File: config.mk
export PLATFORM = sky130hd
export DESIGN_NAME = cursor_sequence_table_top_flat
export DESIGN_NICKNAME = d
export VERILOG_FILES = /design/src/sv/cst_pkg.sv /design/src/sv/cst_if.sv /design/src/sv/cursor_sequence_table_top.sv /design/src/flat_wrapper.sv
export VERILOG_INCLUDE_DIRS = /design/src /design/src/sv
export SDC_FILE = /design/constraint.sdc
export NUM_CORES = 2
export LEC_CHECK = 0
export ABC_AREA = 1
export ABC_CLOCK_PERIOD_IN_PS = 9900
export BUFFER_PORTS_ARGS = -buffer_cell sky130_fd_sc_hd__buf_2
export CELL_PAD_IN_SITES_DETAIL_PLACEMENT = 2
export CELL_PAD_IN_SITES_GLOBAL_PLACEMENT = 2
export CORE_MARGIN = 1.5
export CORE_UTILIZATION = 35
export DETAILED_ROUTE_END_ITERATION = 8
export PLACE_DENSITY = 0.67
export SYNTH_ARGS = -nofsm -noshare
export SYNTH_HDL_FRONTEND = slang
export SYNTH_SLANG_ARGS = --single-unit
File: constraint.sdc
create_clock -name clk -period 9.9 [get_ports clk]
set_clock_uncertainty 0.2 [all_clocks]
set_input_delay 1.98 -clock clk [delete_from_list [all_inputs] [get_ports clk]]
set_output_delay 1.98 -clock clk [all_outputs]
set_load 0.05 [all_outputs]
File: src/sv/cursor_sequence_table_top_assert.svh
// assertion macros for the cursor sequence table
// each macro expects clk and rst_n in scope
`ifndef CURSOR_SEQUENCE_TABLE_TOP_ASSERT_SVH
`define CURSOR_SEQUENCE_TABLE_TOP_ASSERT_SVH

// same-cycle implication
`define CST_ASSERT_NOW(label, ante, cons, msg) \
    label: assert property (@(posedge clk) disable iff (!rst_n) (ante) |-> (cons)) \
        else $error(msg);

// next-cycle implication
`define CST_ASSERT_NEXT(label, ante, cons, msg) \
    label: assert property (@(posedge clk) disable iff (!rst_n) (ante) |=> (cons)) \
        else $error(msg);

`endif

File: src/sv/cst_pkg.sv
// ----------------------------------------------------------------------------
// cst_pkg
// shared types, codes and field widths of the cursor sequence table
// ----------------------------------------------------------------------------
`default_nettype none

package cst_pkg;

    // transaction field widths
    localparam int FUNC_W   = 4;
    localparam int VALUE_W  = 32;
    localparam int INDEX_W  = 5;
    localparam int STATUS_W = 2;
    localparam int COUNT_W  = 6;
    localparam int CURSOR_W = 5;

    // default geometry
    localparam int DEPTH_DEF     = 32;
    localparam int WORD_BITS_DEF = 32;

    typedef enum logic [FUNC_W-1:0] {
        OP_START       = 4'd0,
        OP_END         = 4'd1,
        OP_ADVANCE     = 4'd2,
        OP_RETREAT     = 4'd3,
        OP_INSERT      = 4'd4,
        OP_ATTACH      = 4'd5,
        OP_REMOVE      = 4'd6,
        OP_PUSH_FRONT  = 4'd7,
        OP_PUSH_BACK   = 4'd8,
        OP_POP_FRONT   = 4'd9,
        OP_READ_INDEX  = 4'd10
    } op_t;

    typedef enum logic [STATUS_W-1:0] {
        ST_OK     = 2'd0,
        ST_FULL   = 2'd1,
        ST_NOITEM = 2'd2,
        ST_BADIDX = 2'd3
    } status_t;

    typedef enum logic [2:0] {
        FSM_IDLE  = 3'd0,
        FSM_SHIFT = 3'd1,
        FSM_PUT   = 3'd2,
        FSM_LOOK  = 3'd3,
        FSM_DONE  = 3'd4
    } fsm_t;

endpackage

`default_nettype wire

File: src/sv/cst_if.sv
// ----------------------------------------------------------------------------
// cst_req_if / cst_rsp_if
// valid/ready channels carrying request and response transactions
// ----------------------------------------------------------------------------
`default_nettype none

interface cst_req_if;
    import cst_pkg::*;

    logic               valid;
    logic               ready;
    logic [FUNC_W-1:0]  func;
    logic [VALUE_W-1:0] value;
    logic [INDEX_W-1:0] index;

    modport source (output valid, output func, output value, output index, input ready);
    modport sink   (input valid, input func, input value, input index, output ready);
endinterface

interface cst_rsp_if;
    import cst_pkg::*;

    logic                valid;
    logic                ready;
    logic [STATUS_W-1:0] status;
    logic [COUNT_W-1:0]  count;
    logic [CURSOR_W-1:0] cursor;
    logic                has_item;
    logic [VALUE_W-1:0]  read_value;

    modport source (output valid, output status, output count, output cursor,
                    output has_item, output read_value, input ready);
    modport sink   (input valid, input status, input count, input cursor,
                    input has_item, input read_value, output ready);
endinterface

`default_nettype wire

File: src/sv/cursor_sequence_table_top.sv
// Cursor sequence table: an ordered store of up to DEPTH words of WORD_BITS
// bits with a cursor, held in one synchronous memory (one write port, one
// read port, registered read data). Each request transaction carries one
// operation and yields exactly one response transaction. The block works on
// one request at a time: ready is high only while the sequencer is idle. A
// request that moves no stored entries passes through the put, look and done
// states, and its response is loaded into the output register from done;
// insert, push front, attach, remove and pop front first move the later
// entries one per cycle through the memory in the shift state. The
// sequencer goes back to idle as the response is loaded. The response sits
// in an output register, and the next request is accepted while it waits to
// be taken; a further response only waits if that register is still occupied.
// Memory contents are undefined after reset and need no clearing pass, since
// only entries below the count are ever read.
// ----------------------------------------------------------------------------
// cursor_sequence_table_top
// ordered word store with cursor, memory-based shifting sequencer
// ----------------------------------------------------------------------------
`default_nettype none

`include "cursor_sequence_table_top_assert.svh"

module cursor_sequence_table_top #(
    parameter int DEPTH     = cst_pkg::DEPTH_DEF,
    parameter int WORD_BITS = cst_pkg::WORD_BITS_DEF
) (
    input  wire logic  clk,
    input  wire logic  rst_n,
    cst_req_if.sink    req,
    cst_rsp_if.source  rsp
);
    import cst_pkg::*;

    localparam int CNT_W = $clog2(DEPTH + 1);
    localparam int PTR_W = $clog2(DEPTH);
    localparam int CMP_W = (CNT_W > INDEX_W) ? CNT_W : INDEX_W;

    // entry store
    logic [WORD_BITS-1:0] mem [DEPTH];
    logic [WORD_BITS-1:0] rd_data_reg;

    // architectural state: count and cursor
    logic [CNT_W-1:0] held_reg, held_next;
    logic [PTR_W-1:0] pos_reg,  pos_next;

    fsm_t state_reg, state_next;

    // shift engine
    logic [CNT_W-1:0] rem_reg,       rem_next;
    logic [PTR_W-1:0] rd_ptr_reg,    rd_ptr_next;
    logic             close_reg,     close_next;
    logic             pend_reg,      pend_next;
    logic [PTR_W-1:0] pend_addr_reg, pend_addr_next;

    // final write of the new word and the lookup for the response
    logic                 put_en_reg,    put_en_next;
    logic [PTR_W-1:0]     put_addr_reg,  put_addr_next;
    logic [WORD_BITS-1:0] word_reg,      word_next;
    logic                 look_en_reg,   look_en_next;
    logic [PTR_W-1:0]     look_addr_reg, look_addr_next;
    status_t              status_reg,    status_next;

    // response register
    logic                out_valid_reg, out_valid_next;
    logic [STATUS_W-1:0] out_status_reg;
    logic [COUNT_W-1:0]  out_count_reg;
    logic [CURSOR_W-1:0] out_cursor_reg;
    logic                out_item_reg;
    logic [VALUE_W-1:0]  out_rd_reg;

    // memory port controls
    logic                 mem_we;
    logic [PTR_W-1:0]     mem_waddr;
    logic [WORD_BITS-1:0] mem_wdata;
    logic                 mem_re;
    logic [PTR_W-1:0]     mem_raddr;

    logic in_fire;
    logic out_load;

    // decoded request
    status_t          dec_status;
    logic [CNT_W-1:0] dec_held;
    logic [PTR_W-1:0] dec_pos;
    logic [CNT_W-1:0] dec_copies;
    logic [PTR_W-1:0] dec_start;
    logic             dec_close;
    logic             dec_put;
    logic [PTR_W-1:0] dec_put_addr;
    logic             dec_look;
    logic [PTR_W-1:0] dec_look_addr;

    assign in_fire = req.valid && req.ready;

    // ------------------------------------------------------------------------
    // request decode against the current count and cursor
    // ------------------------------------------------------------------------
    always_comb
    begin
        logic [CNT_W-1:0] pos_ext;
        logic [CNT_W-1:0] held_m1;
        logic [CNT_W-1:0] q;
        logic             full;
        logic             item;
        logic             by_index;
        logic             bad;

        pos_ext  = CNT_W'(pos_reg);
        held_m1  = held_reg - CNT_W'(1);
        full     = held_reg >= CNT_W'(DEPTH);
        item     = pos_ext < held_reg;
        q        = '0;
        by_index = 1'b0;
        bad      = 1'b0;

        dec_status   = ST_OK;
        dec_held     = held_reg;
        dec_pos      = pos_reg;
        dec_copies   = '0;
        dec_start    = PTR_W'(held_m1);
        dec_close    = 1'b0;
        dec_put      = 1'b0;
        dec_put_addr = '0;

        case (op_t'(req.func))
            OP_START:
            begin
                dec_pos = '0;
            end
            OP_END:
            begin
                dec_pos = (held_reg != '0) ? PTR_W'(held_m1) : '0;
            end
            OP_ADVANCE:
            begin
                if (!item)
                    dec_status = ST_NOITEM;
                else if (pos_reg != PTR_W'(DEPTH - 1))
                    dec_pos = pos_reg + PTR_W'(1);
            end
            OP_RETREAT:
            begin
                if (pos_reg != '0)
                    dec_pos = pos_reg - PTR_W'(1);
            end
            OP_INSERT, OP_PUSH_FRONT:
            begin
                if (full)
                    dec_status = ST_FULL;
                else
                begin
                    q = (op_t'(req.func) == OP_PUSH_FRONT || held_reg == '0) ? '0 : pos_ext;
                    if (q > held_reg)
                        q = held_reg;
                    dec_copies   = held_reg - q;
                    dec_put      = 1'b1;
                    dec_put_addr = PTR_W'(q);
                    dec_pos      = PTR_W'(q);
                    dec_held     = held_reg + CNT_W'(1);
                end
            end
            OP_ATTACH:
            begin
                if (full)
                    dec_status = ST_FULL;
                else
                begin
                    dec_put = 1'b1;
                    if (!item)
                    begin
                        dec_put_addr = PTR_W'(held_reg);
                        dec_pos      = PTR_W'(held_reg);
                    end
                    else
                    begin
                        // open a gap just after the cursor
                        dec_copies   = held_m1 - pos_ext;
                        dec_put_addr = pos_reg + PTR_W'(1);
                        dec_pos      = pos_reg + PTR_W'(1);
                    end
                    dec_held = held_reg + CNT_W'(1);
                end
            end
            OP_REMOVE:
            begin
                if (!item)
                    dec_status = ST_NOITEM;
                else
                begin
                    dec_copies = held_m1 - pos_ext;
                    dec_start  = pos_reg + PTR_W'(1);
                    dec_close  = 1'b1;
                    dec_held   = held_m1;
                end
            end
            OP_PUSH_BACK:
            begin
                if (full)
                    dec_status = ST_FULL;
                else
                begin
                    dec_put      = 1'b1;
                    dec_put_addr = PTR_W'(held_reg);
                    dec_pos      = PTR_W'(held_reg);
                    dec_held     = held_reg + CNT_W'(1);
                end
            end
            OP_POP_FRONT:
            begin
                if (held_reg == '0)
                    dec_status = ST_NOITEM;
                else
                begin
                    dec_pos    = '0;
                    dec_copies = held_m1;
                    dec_start  = PTR_W'(1);
                    dec_close  = 1'b1;
                    dec_held   = held_m1;
                end
            end
            OP_READ_INDEX:
            begin
                by_index = 1'b1;
                if (CMP_W'(req.index) >= CMP_W'(held_reg))
                begin
                    bad        = 1'b1;
                    dec_status = ST_BADIDX;
                end
            end
            default:
            begin
                dec_status = ST_OK;
            end
        endcase

        // the response reads either the indexed entry or the entry under the cursor
        if (by_index)
        begin
            dec_look      = !bad;
            dec_look_addr = PTR_W'(req.index);
        end
        else
        begin
            dec_look      = CNT_W'(dec_pos) < dec_held;
            dec_look_addr = dec_pos;
        end
    end

    // ------------------------------------------------------------------------
    // sequencer: next state
    // ------------------------------------------------------------------------
    always_comb
    begin
        state_next = state_reg;
        case (state_reg)
            FSM_IDLE:
            begin
                if (in_fire)
                    state_next = (dec_copies != '0) ? FSM_SHIFT : FSM_PUT;
            end
            FSM_SHIFT:
            begin
                // the cycle with nothing left to read writes the last moved entry
                if (rem_reg == '0)
                    state_next = FSM_PUT;
            end
            FSM_PUT:
            begin
                state_next = FSM_LOOK;
            end
            FSM_LOOK:
            begin
                state_next = FSM_DONE;
            end
            FSM_DONE:
            begin
                if (out_load)
                    state_next = FSM_IDLE;
            end
            default:
            begin
                state_next = FSM_IDLE;
            end
        endcase
    end

    // ------------------------------------------------------------------------
    // sequencer: outputs (handshake and memory port controls)
    // ------------------------------------------------------------------------
    always_comb
    begin
        req.ready = 1'b0;
        out_load  = 1'b0;
        mem_we    = 1'b0;
        mem_waddr = pend_addr_reg;
        mem_wdata = rd_data_reg;
        mem_re    = 1'b0;
        mem_raddr = rd_ptr_reg;
        case (state_reg)
            FSM_IDLE:
            begin
                req.ready = 1'b1;
            end
            FSM_SHIFT:
            begin
                // read one entry ahead, write the previous one a slot along
                mem_re = rem_reg != '0;
                mem_we = pend_reg;
            end
            FSM_PUT:
            begin
                mem_we    = put_en_reg;
                mem_waddr = put_addr_reg;
                mem_wdata = word_reg;
            end
            FSM_LOOK:
            begin
                mem_re    = look_en_reg;
                mem_raddr = look_addr_reg;
            end
            FSM_DONE:
            begin
                out_load = !out_valid_reg || rsp.ready;
            end
            default:
            begin
                req.ready = 1'b0;
            end
        endcase
    end

    // ------------------------------------------------------------------------
    // datapath next values
    // ------------------------------------------------------------------------
    always_comb
    begin
        held_next      = held_reg;
        pos_next       = pos_reg;
        rem_next       = rem_reg;
        rd_ptr_next    = rd_ptr_reg;
        close_next     = close_reg;
        pend_next      = pend_reg;
        pend_addr_next = pend_addr_reg;
        put_en_next    = put_en_reg;
        put_addr_next  = put_addr_reg;
        word_next      = word_reg;
        look_en_next   = look_en_reg;
        look_addr_next = look_addr_reg;
        status_next    = status_reg;

        if (in_fire)
        begin
            held_next      = dec_held;
            pos_next       = dec_pos;
            rem_next       = dec_copies;
            rd_ptr_next    = dec_start;
            close_next     = dec_close;
            pend_next      = 1'b0;
            put_en_next    = dec_put;
            put_addr_next  = dec_put_addr;
            word_next      = WORD_BITS'(req.value);
            look_en_next   = dec_look;
            look_addr_next = dec_look_addr;
            status_next    = dec_status;
        end
        else if (state_reg == FSM_SHIFT)
        begin
            pend_next = rem_reg != '0;
            if (rem_reg != '0)
            begin
                rem_next       = rem_reg - CNT_W'(1);
                rd_ptr_next    = close_reg ? rd_ptr_reg + PTR_W'(1) : rd_ptr_reg - PTR_W'(1);
                pend_addr_next = close_reg ? rd_ptr_reg - PTR_W'(1) : rd_ptr_reg + PTR_W'(1);
            end
        end
    end

    // response register handshake
    always_comb
    begin
        out_valid_next = out_valid_reg;
        if (out_load)
            out_valid_next = 1'b1;
        else if (rsp.ready)
            out_valid_next = 1'b0;
    end

    // ------------------------------------------------------------------------
    // registers
    // ------------------------------------------------------------------------
    always_ff @(posedge clk or negedge rst_n)
    begin
        if (!rst_n)
        begin
            state_reg     <= FSM_IDLE;
            held_reg      <= '0;
            pos_reg       <= '0;
            rem_reg       <= '0;
            pend_reg      <= 1'b0;
            put_en_reg    <= 1'b0;
            look_en_reg   <= 1'b0;
            out_valid_reg <= 1'b0;
        end
        else
        begin
            state_reg     <= state_next;
            held_reg      <= held_next;
            pos_reg       <= pos_next;
            rem_reg       <= rem_next;
            pend_reg      <= pend_next;
            put_en_reg    <= put_en_next;
            look_en_reg   <= look_en_next;
            out_valid_reg <= out_valid_next;
        end
    end

    // payload registers, no reset
    always_ff @(posedge clk)
    begin
        rd_ptr_reg    <= rd_ptr_next;
        close_reg     <= close_next;
        pend_addr_reg <= pend_addr_next;
        put_addr_reg  <= put_addr_next;
        word_reg      <= word_next;
        look_addr_reg <= look_addr_next;
        status_reg    <= status_next;
        if (out_load)
        begin
            out_status_reg <= status_reg;
            out_count_reg  <= COUNT_W'(held_reg);
            out_cursor_reg <= CURSOR_W'(pos_reg);
            out_item_reg   <= CNT_W'(pos_reg) < held_reg;
            out_rd_reg     <= look_en_reg ? VALUE_W'(rd_data_reg) : '0;
        end
    end

    // entry memory, one write and one registered read per cycle
    always_ff @(posedge clk)
    begin
        if (mem_we)
            mem[mem_waddr] <= mem_wdata;
        if (mem_re)
            rd_data_reg <= mem[mem_raddr];
    end

    assign rsp.valid      = out_valid_reg;
    assign rsp.status     = out_status_reg;
    assign rsp.count      = out_count_reg;
    assign rsp.cursor     = out_cursor_reg;
    assign rsp.has_item   = out_item_reg;
    assign rsp.read_value = out_rd_reg;

    // ------------------------------------------------------------------------
    // assertions
    // ------------------------------------------------------------------------
    `CST_ASSERT_NOW(a_cursor_in_range, 1'b1, CNT_W'(pos_reg) <= held_reg,
        "cursor beyond count")
    `CST_ASSERT_NOW(a_count_in_range, 1'b1, held_reg <= CNT_W'(DEPTH),
        "count beyond capacity")
    `CST_ASSERT_NOW(a_no_port_clash, mem_we && mem_re, mem_waddr != mem_raddr,
        "write and read of the same entry in one cycle")
    `CST_ASSERT_NEXT(a_busy_after_accept, in_fire, state_reg != FSM_IDLE,
        "sequencer idle right after accepting a request")

endmodule

`default_nettype wire

File: src/flat_wrapper.sv
// flat-port wrapper written by rule: the top's interface ports become plain ports
module cursor_sequence_table_top_flat import cst_pkg::*;
#(
    parameter int DEPTH     = cst_pkg::DEPTH_DEF,
    parameter int WORD_BITS = cst_pkg::WORD_BITS_DEF
)
  (clk, rst_n, req_valid, req_func, req_value, req_index, req_ready, rsp_valid, rsp_status, rsp_count, rsp_cursor, rsp_has_item, rsp_read_value, rsp_ready);
  cst_req_if req_i ();
  cst_rsp_if rsp_i ();
  input  wire logic clk;
  input  wire logic rst_n;
  input wire logic [$bits(req_i.valid)-1:0] req_valid;
  input wire logic [$bits(req_i.func)-1:0] req_func;
  input wire logic [$bits(req_i.value)-1:0] req_value;
  input wire logic [$bits(req_i.index)-1:0] req_index;
  output wire logic [$bits(req_i.ready)-1:0] req_ready;
  output wire logic [$bits(rsp_i.valid)-1:0] rsp_valid;
  output wire logic [$bits(rsp_i.status)-1:0] rsp_status;
  output wire logic [$bits(rsp_i.count)-1:0] rsp_count;
  output wire logic [$bits(rsp_i.cursor)-1:0] rsp_cursor;
  output wire logic [$bits(rsp_i.has_item)-1:0] rsp_has_item;
  output wire logic [$bits(rsp_i.read_value)-1:0] rsp_read_value;
  input wire logic [$bits(rsp_i.ready)-1:0] rsp_ready;
  assign req_i.valid = req_valid;
  assign req_i.func = req_func;
  assign req_i.value = req_value;
  assign req_i.index = req_index;
  assign req_ready = req_i.ready;
  assign rsp_valid = rsp_i.valid;
  assign rsp_status = rsp_i.status;
  assign rsp_count = rsp_i.count;
  assign rsp_cursor = rsp_i.cursor;
  assign rsp_has_item = rsp_i.has_item;
  assign rsp_read_value = rsp_i.read_value;
  assign rsp_i.ready = rsp_ready;
  cursor_sequence_table_top #(.DEPTH(DEPTH), .WORD_BITS(WORD_BITS)) u_core (.clk(clk), .rst_n(rst_n), .req(req_i), .rsp(rsp_i));
endmodule
== Yosys cells after proc, flatten, opt, wreduce, memory -nomap -nowiden ==
Memories as Yosys holds them, arrays and structs flattened. A register that Yosys moved wholly into a read port is not among the register bits.
Index checks and enable logic that the tools add are counted.

* Output and inout port bits: 48
* Flip-flop bits (word level): 125
* Logic and storage cells: 147
* Input bits: 45
* Bits in writable memories: 1024
* Memories kept: 1
* Bits in latches: 0
* Bits in read-only memories: 0

* Shift-type cells: 0
* Reductions and logical operators: 22
* Multiplexer cells: 71
* Multiply operators: 0
* Add/sub/neg operators: 9
* Divide/modulo/power cells: 0
* Order comparisons: 5
* Equal/unequal tests: 18
* Bitwise operators: 1

{| class="wikitable"
|+ Memories
! memory !! words !! width !! rd ports !! clocked after memory_dff !! write ports !! RTL line !! RTL
|-
| u_core.mem || 32 || 32 || 1 || 1 || 1 || cursor_sequence_table_top.sv:39 || <nowiki>logic [WORD_BITS-1:0] mem [DEPTH];</nowiki>
|}

{| class="wikitable"
|+ Operators with widths
! kind !! number
|-
| 5-bit 2-to-1 mux || 23
|-
| 6-bit 2-to-1 mux || 13
|-
| 5-bit one-hot mux with 8 select lines || 1
|-
| 32-bit 2-to-1 mux || 1
|-
| 6-bit one-hot mux with 4 select lines || 1
|-
| 6-bit one-hot mux with 3 select lines || 1
|-
| 6-bit nonzero test || 3
|-
| 1-bit 2-to-1 mux || 17
|-
| 4-bit by 3-bit == test with 1-bit output, second input constant || 4
|-
| 3-bit one-hot mux with 5 select lines || 1
|-
| 5-bit one-hot mux with 3 select lines || 1
|-
| 4-bit == test, second input constant || 3
|-
| 6-bit zero test || 2
|-
| 5-bit by 6-bit less-than comparator with 1-bit output || 2
|-
| 6-bit by 1-bit subtractor with 6-bit output, second input constant || 2
|-
| 5-bit by 1-bit adder with 5-bit output, second input constant || 2
|-
| 5-bit one-hot mux with 2 select lines || 1
|-
| 5-bit by 1-bit subtractor with 5-bit output, second input constant || 2
|-
| 3-bit 2-to-1 mux || 3
|-
| 4-bit by 2-bit == test with 1-bit output, second input constant || 2
|-
| 2-bit 2-to-1 mux || 4
|-
| 2-bit one-hot mux with 4 select lines || 1
|-
| 6-bit by 1-bit adder with 6-bit output, second input constant || 1
|-
| 3-bit by 2-bit == test with 1-bit output, second input constant || 2
|-
| other kinds (23) || 33
|}

== Depth between registers and ports, before layout ==
* Word-level depth: 14
* Depth in mapped cells: 30
* Gate-level depth less buffers: 30

== Least setup slack after synthesis ==
No wires, ideal clock.

* Kind: input port to flip-flop
* Start point: input req_func[2]
* End point: register u_core.state_reg[0]
* Arrival time: 4819 ps
* Cell stages on the path: 26
* Buffers on the path: 0
* Path slack: 4758 ps
* Data required time: 9577 ps
* Cells stage by stage: inv_1 -> nor2_1 -> nand3_1 -> nand2_1 -> nor2_1 -> ha_1 -> nand2_1 -> nor2_1 -> nand3_1 -> nand2_1 -> nand2_1 -> and2_1 -> ha_1 -> fa_1 -> inv_1 -> nand3_1 -> nand2_1 -> a21oi_1 -> o21ai_0 -> o211ai_1 -> nor2_1 -> nand3_1 -> nand2_1 -> nand2_1 -> nand2_1 -> nand2_1

* Cells in the longest elaborated chain, start to end: 14
* Elaborated cells between the ends (all ways): 19
* Those cells by class: add/sub: 1; order compare: 1; eq/ne: 5; mux: 9; reduce/logical: 3

{| class="wikitable"
|+ Ends and longest elaborated chain
! element !! RTL line !! RTL
|-
| start: declaration || flat_wrapper.sv:13 || <nowiki>input wire logic [$bits(req_i.func)-1:0] req_func;</nowiki>
|-
| 4-bit by 3-bit == test with 1-bit output || cursor_sequence_table_top.sv:125, cursor_sequence_table_top.sv:152 ||
|-
| 1-bit logical OR || cursor_sequence_table_top.sv:152 || <nowiki>q = (op_t'(req.func) == OP_PUSH_FRONT || held_reg == '0) ? '0 : pos_ext;</nowiki>
|-
| 5-bit 2-to-1 mux || cursor_sequence_table_top.sv:152 ||
|-
| 6-bit greater-than comparator || cursor_sequence_table_top.sv:153 || <nowiki>if (q > held_reg)</nowiki>
|-
| 6-bit 2-to-1 mux || cursor_sequence_table_top.sv:153 ||
|-
| 6-bit 2-to-1 mux || cursor_sequence_table_top.sv:148 || <nowiki>if (full)</nowiki>
|-
| 6-bit 2-to-1 mux || cursor_sequence_table_top.sv:125 || <nowiki>case (op_t'(req.func))</nowiki>
|-
| 6-bit subtractor || cursor_sequence_table_top.sv:155 || <nowiki>dec_copies = held_reg - q;</nowiki>
|-
| 6-bit 2-to-1 mux || cursor_sequence_table_top.sv:148 ||
|-
| 6-bit one-hot mux with 4 select lines (*) || cursor_sequence_table_top.sv:125 ||
|-
| 6-bit nonzero test (*) || cursor_sequence_table_top.sv:259 || <nowiki>state_next = (dec_copies != '0) ? FSM_SHIFT : FSM_PUT;</nowiki>
|-
| 2-bit 2-to-1 mux (*) || cursor_sequence_table_top.sv:259 ||
|-
| 3-bit 2-to-1 mux (*) || cursor_sequence_table_top.sv:258 || <nowiki>if (in_fire)</nowiki>
|-
| 3-bit one-hot mux with 5 select lines (*) || cursor_sequence_table_top.sv:255 || <nowiki>case (state_reg)</nowiki>
|-
| end signal: assignment || cursor_sequence_table_top.sv:406 || <nowiki>state_reg <= state_next;</nowiki>
|-
| end: declaration || cursor_sequence_table_top.sv:46 || <nowiki>fsm_t state_reg, state_next;</nowiki>
|}

Every way passes the cells marked *; elsewhere a longest branch is shown, timed or not. The select of a mux whose other input is x is not followed.
A chain may end at the register's enable or synchronous reset.

== Worst setup path after layout ==
* Start point: input req_func[3]
* End point: register u_core.state_reg[0]

The elaborated chain is that of the path after synthesis.

==> impl_metrics.json <==
{
  "period_minus_slack_ns": 5.19,
  "die_area_um2": 140000,
  "firstDrtPassIters": 5,
  "row_count": 136,
  "netlist_instances": 3669,
  "finalSetupViolCount": 0,
  "antenna_found_initial": 4,
  "synth_nets": 3758,
  "clockRootBuffer": "clkbuf_16",
  "internal-power_w": 0.0116,
  "ios": 93,
  "critPathBufInv": 2,
  "start_kind": "input pin",
  "pwr_density_cell_nw_per_um2": 365,
  "rr_endpoint": "u_core.rd_data_reg[22]$_DFFE_PP_",
  "setup_slack_ns": 4.71,
  "post-cts-setup-buffer-count": 0,
  "endpoint_kind": "flop",
  "synthFlopType": "edfxtp_1",
  "io_buffers": 92,
  "p_clk_frac": 0.242,
  "drc": 0,
  "dp_hpwl_um": 88900,
  "cts_resized": 0,
  "worstReg2RegStart": "u_core.state_reg[1]$_DFFE_PN0P_",
  "yosys-top-cells-area": "edfxtp_1 72%, o21ai_0 4.9%, nor2_1 4.9%",
  "top_register": "u_core.mem",
  "fillers": 13679,
  "ys_types": 54,
  "core_um2": 137000,
  "critPathKind": "in -> reg",
  "die_x_um": 375,
  "detail_route.vias_per_cell": 5.79,
  "seqPwrFrac": 0.356,
  "min-delay-path-class": "reg -> reg",
  "synth_edf_count": 1157,
  "wirelength_um": 168000,
  "cts_hold_buf": 0,
  "numCtsBuffers": 132,
  "worstMarginPinSlew_ns": 1.03,
  "h-tree-depth": 4,
  "grt.overflow.total": 0,
  "rsz0062_at_grt": "false",
  "async_flop_share": 0.0203,
  "clock_latency_ns": 0.76,
  "fp.dieH_um": 375,
  "start_util": 0.352,
  "regToRegSetupSlack_ns": 4.82,
  "place_worst_setup_slack_ns": 3.96,
  "avgSynthCellArea_um2": 13.2,
  "grt_pass1_vias": 34978,
  "grt_max_degree": 253,
  "switching_share": 0.423,
  "drtIter0Drc": 2967,
  "synth.ff_latch_count": 1181,
  "yosysWarnings": 0,
  "cts_tree": "built",
  "max-cap-violations": 0,
  "final_antenna_net_count": 0,
  "post-route-cell-area_um2": 54900,
  "dpl-instance-area_um2": 50700,
  "critical_path.top_delay_family": "simple AND/OR/NAND/NOR gates",
  "gp_congestion": 0.800,
  "max-clock-path-buffers": 3,
  "crit_fanout": 9,
  "wl_per_cell_um": 29.9,
  "cts.clk_slew.worst_paths_ns": 0.06,
  "finalSetupTns_ns": 0,
  "path_common_cell": "nand2_1",
  "cp.required_ns": 10.33,
  "yosysTopAreaCellShare": 0.719,
  "status": "completed",
  "drv_slew": 0,
  "ys_seq_area_frac": 0.731,
  "clock.fmax_ghz": 0.193,
  "final_nets": 3803,
  "max_stage_delay_ns": 0.40,
  "cp_slowest_cell": "fa_1",
  "hold_slack_ns": 0.226,
  "crit_path_start": "req_func[3]",
  "fin_crit_sh": 0.524,
  "timing.hold.worst_path_depth": 0,
  "p_sw_w": 0.00849,
  "critPathArrivalTime_ns": 5.61,
  "final_common_cell": "edfxtp_1",
  "syn2layout_area_growth_pct": 13.6,
  "clock-sinks": 1181,
  "yosysTopAreaCell": "edfxtp_1",
  "num_vias": 32456,
  "hold_viol": 0,
  "power_w": 0.0201,
  "use_met3": 0.0374,
  "largest_register_ffs": 1024,
  "grtUsageMet2": 0.391,
  "most-common-layout-cells": "1157 x edfxtp_1, 599 x nor2_1, 474 x o21ai_0, 246 x o221ai_1, 229 x nand2_1",
  "track_usage": 0.237,
  "r2r_cells": 11,
  "max_slew_margin": 0.316,
  "p_comb_frac": 0.402,
  "hold_end": "u_core.rsp.status[0]$_DFFE_PP_",
  "syn_area_um2": 48300,
  "worstHoldStart": "u_core.status_reg[0]$_DFFE_PP_",
  "drive_above_1_share": 0.111,
  "leakage_nw": 18.1,
  "busiest_layer": "met2",
  "grt_pass1_wl_um": 243000,
  "use_met1": 0.315,
  "peakVddDrop_uv": 402
}
[worst max path at each step]
stage	endpoint	slack, ns	depth (start not counted)
2_1_floorplan	u_core.state_reg[0]$_DFFE_PN0P_	4.76	26
3_3_place_gp	u_core.state_reg[0]$_DFFE_PN0P_	4.11	26
3_5_place_dp	u_core.state_reg[0]$_DFFE_PN0P_	3.96	26
4_1_cts	u_core.state_reg[0]$_DFFE_PN0P_	4.76	26
5_1_grt	u_core.state_reg[0]$_DFFE_PN0P_	4.30	26
6_report	u_core.state_reg[0]$_DFFE_PN0P_	4.71	26
[cell usage after synthesis (12+ instances only)]
master and n:
edfxtp_1 1157, nor2_1 633, o21ai_0 476, o221ai_1 246
nand2_1 230, nand3_1 166, inv_1 139, clkbuf_1 126
o21ai_1 90, buf_2 70, ha_1 42, a31oi_1 34
o211ai_1 33, mux2_2 32, a21oi_1 27, dfrtp_1 24
buf_6 19, o22ai_1 18, xor2_1 15, clkbuf_2 12
[through the flow]
step / cells / utilization
finish: 5610 / 0.400
global route: 5609 / 0.400
CTS: 5609 / 0.400
detailed placement: 5374 / 0.369
global placement: 5374 / 0.369
floorplan: 3669 / -
[metal layers]
layer / wire length, um / vias to the layer above
li1: - / 13876
met1: 71300 / 17203
met2: 81300 / 1073
met3: 9560 / 304
met4: 5680 / 0
met5: 0 / -
[power by group through the flow]
| stage | clock (W) | combinational, W | sequential (W) |
|---|---|---|---|
| after CTS | 0.00494 | 0.00812 | 0.00715 |
| final | 0.00485 | 0.00807 | 0.00715 |
| after global placement | 0 | 0.00774 | 0.00724 |
| after floorplan | 0 | 0.00505 | 0.00720 |
| after detailed placement | 0 | 0.00803 | 0.00725 |
| after global routing | 0.00512 | 0.00880 | 0.00718 |
[cell type report]
cell class,count,area [um2],share of cell area
clock inverter,68,618,0.0113
clock buffer,167,3570,0.0650
multi-input combinational,2100,11600,0.211
inverter,148,587,0.0107
tap,1794,2240,0.0409
antenna,1,2.50,0.0000456
timing repair buffer,151,966,0.0176
sequential,1181,35300,0.644
[cell families (layout without fill, tap and decap cells)]
family / after synthesis / in the layout / share of synthesized area
and+or+nand+nor: 1053 / 1053 / 0.0875
muxes: 33 / 33 / 0.00766
buffers and inverters: 388 / 534 / 0.0361
AOI/OAI and AO/OA: 949 / 949 / 0.122
other: 0 / 1 / 0
DFF: 1181 / 1181 / 0.731
xor gates and xnor gates: 21 / 21 / 0.00380
adders and majority gates: 44 / 44 / 0.0117
Note: power is estimated with default switching activity, not from simulation.
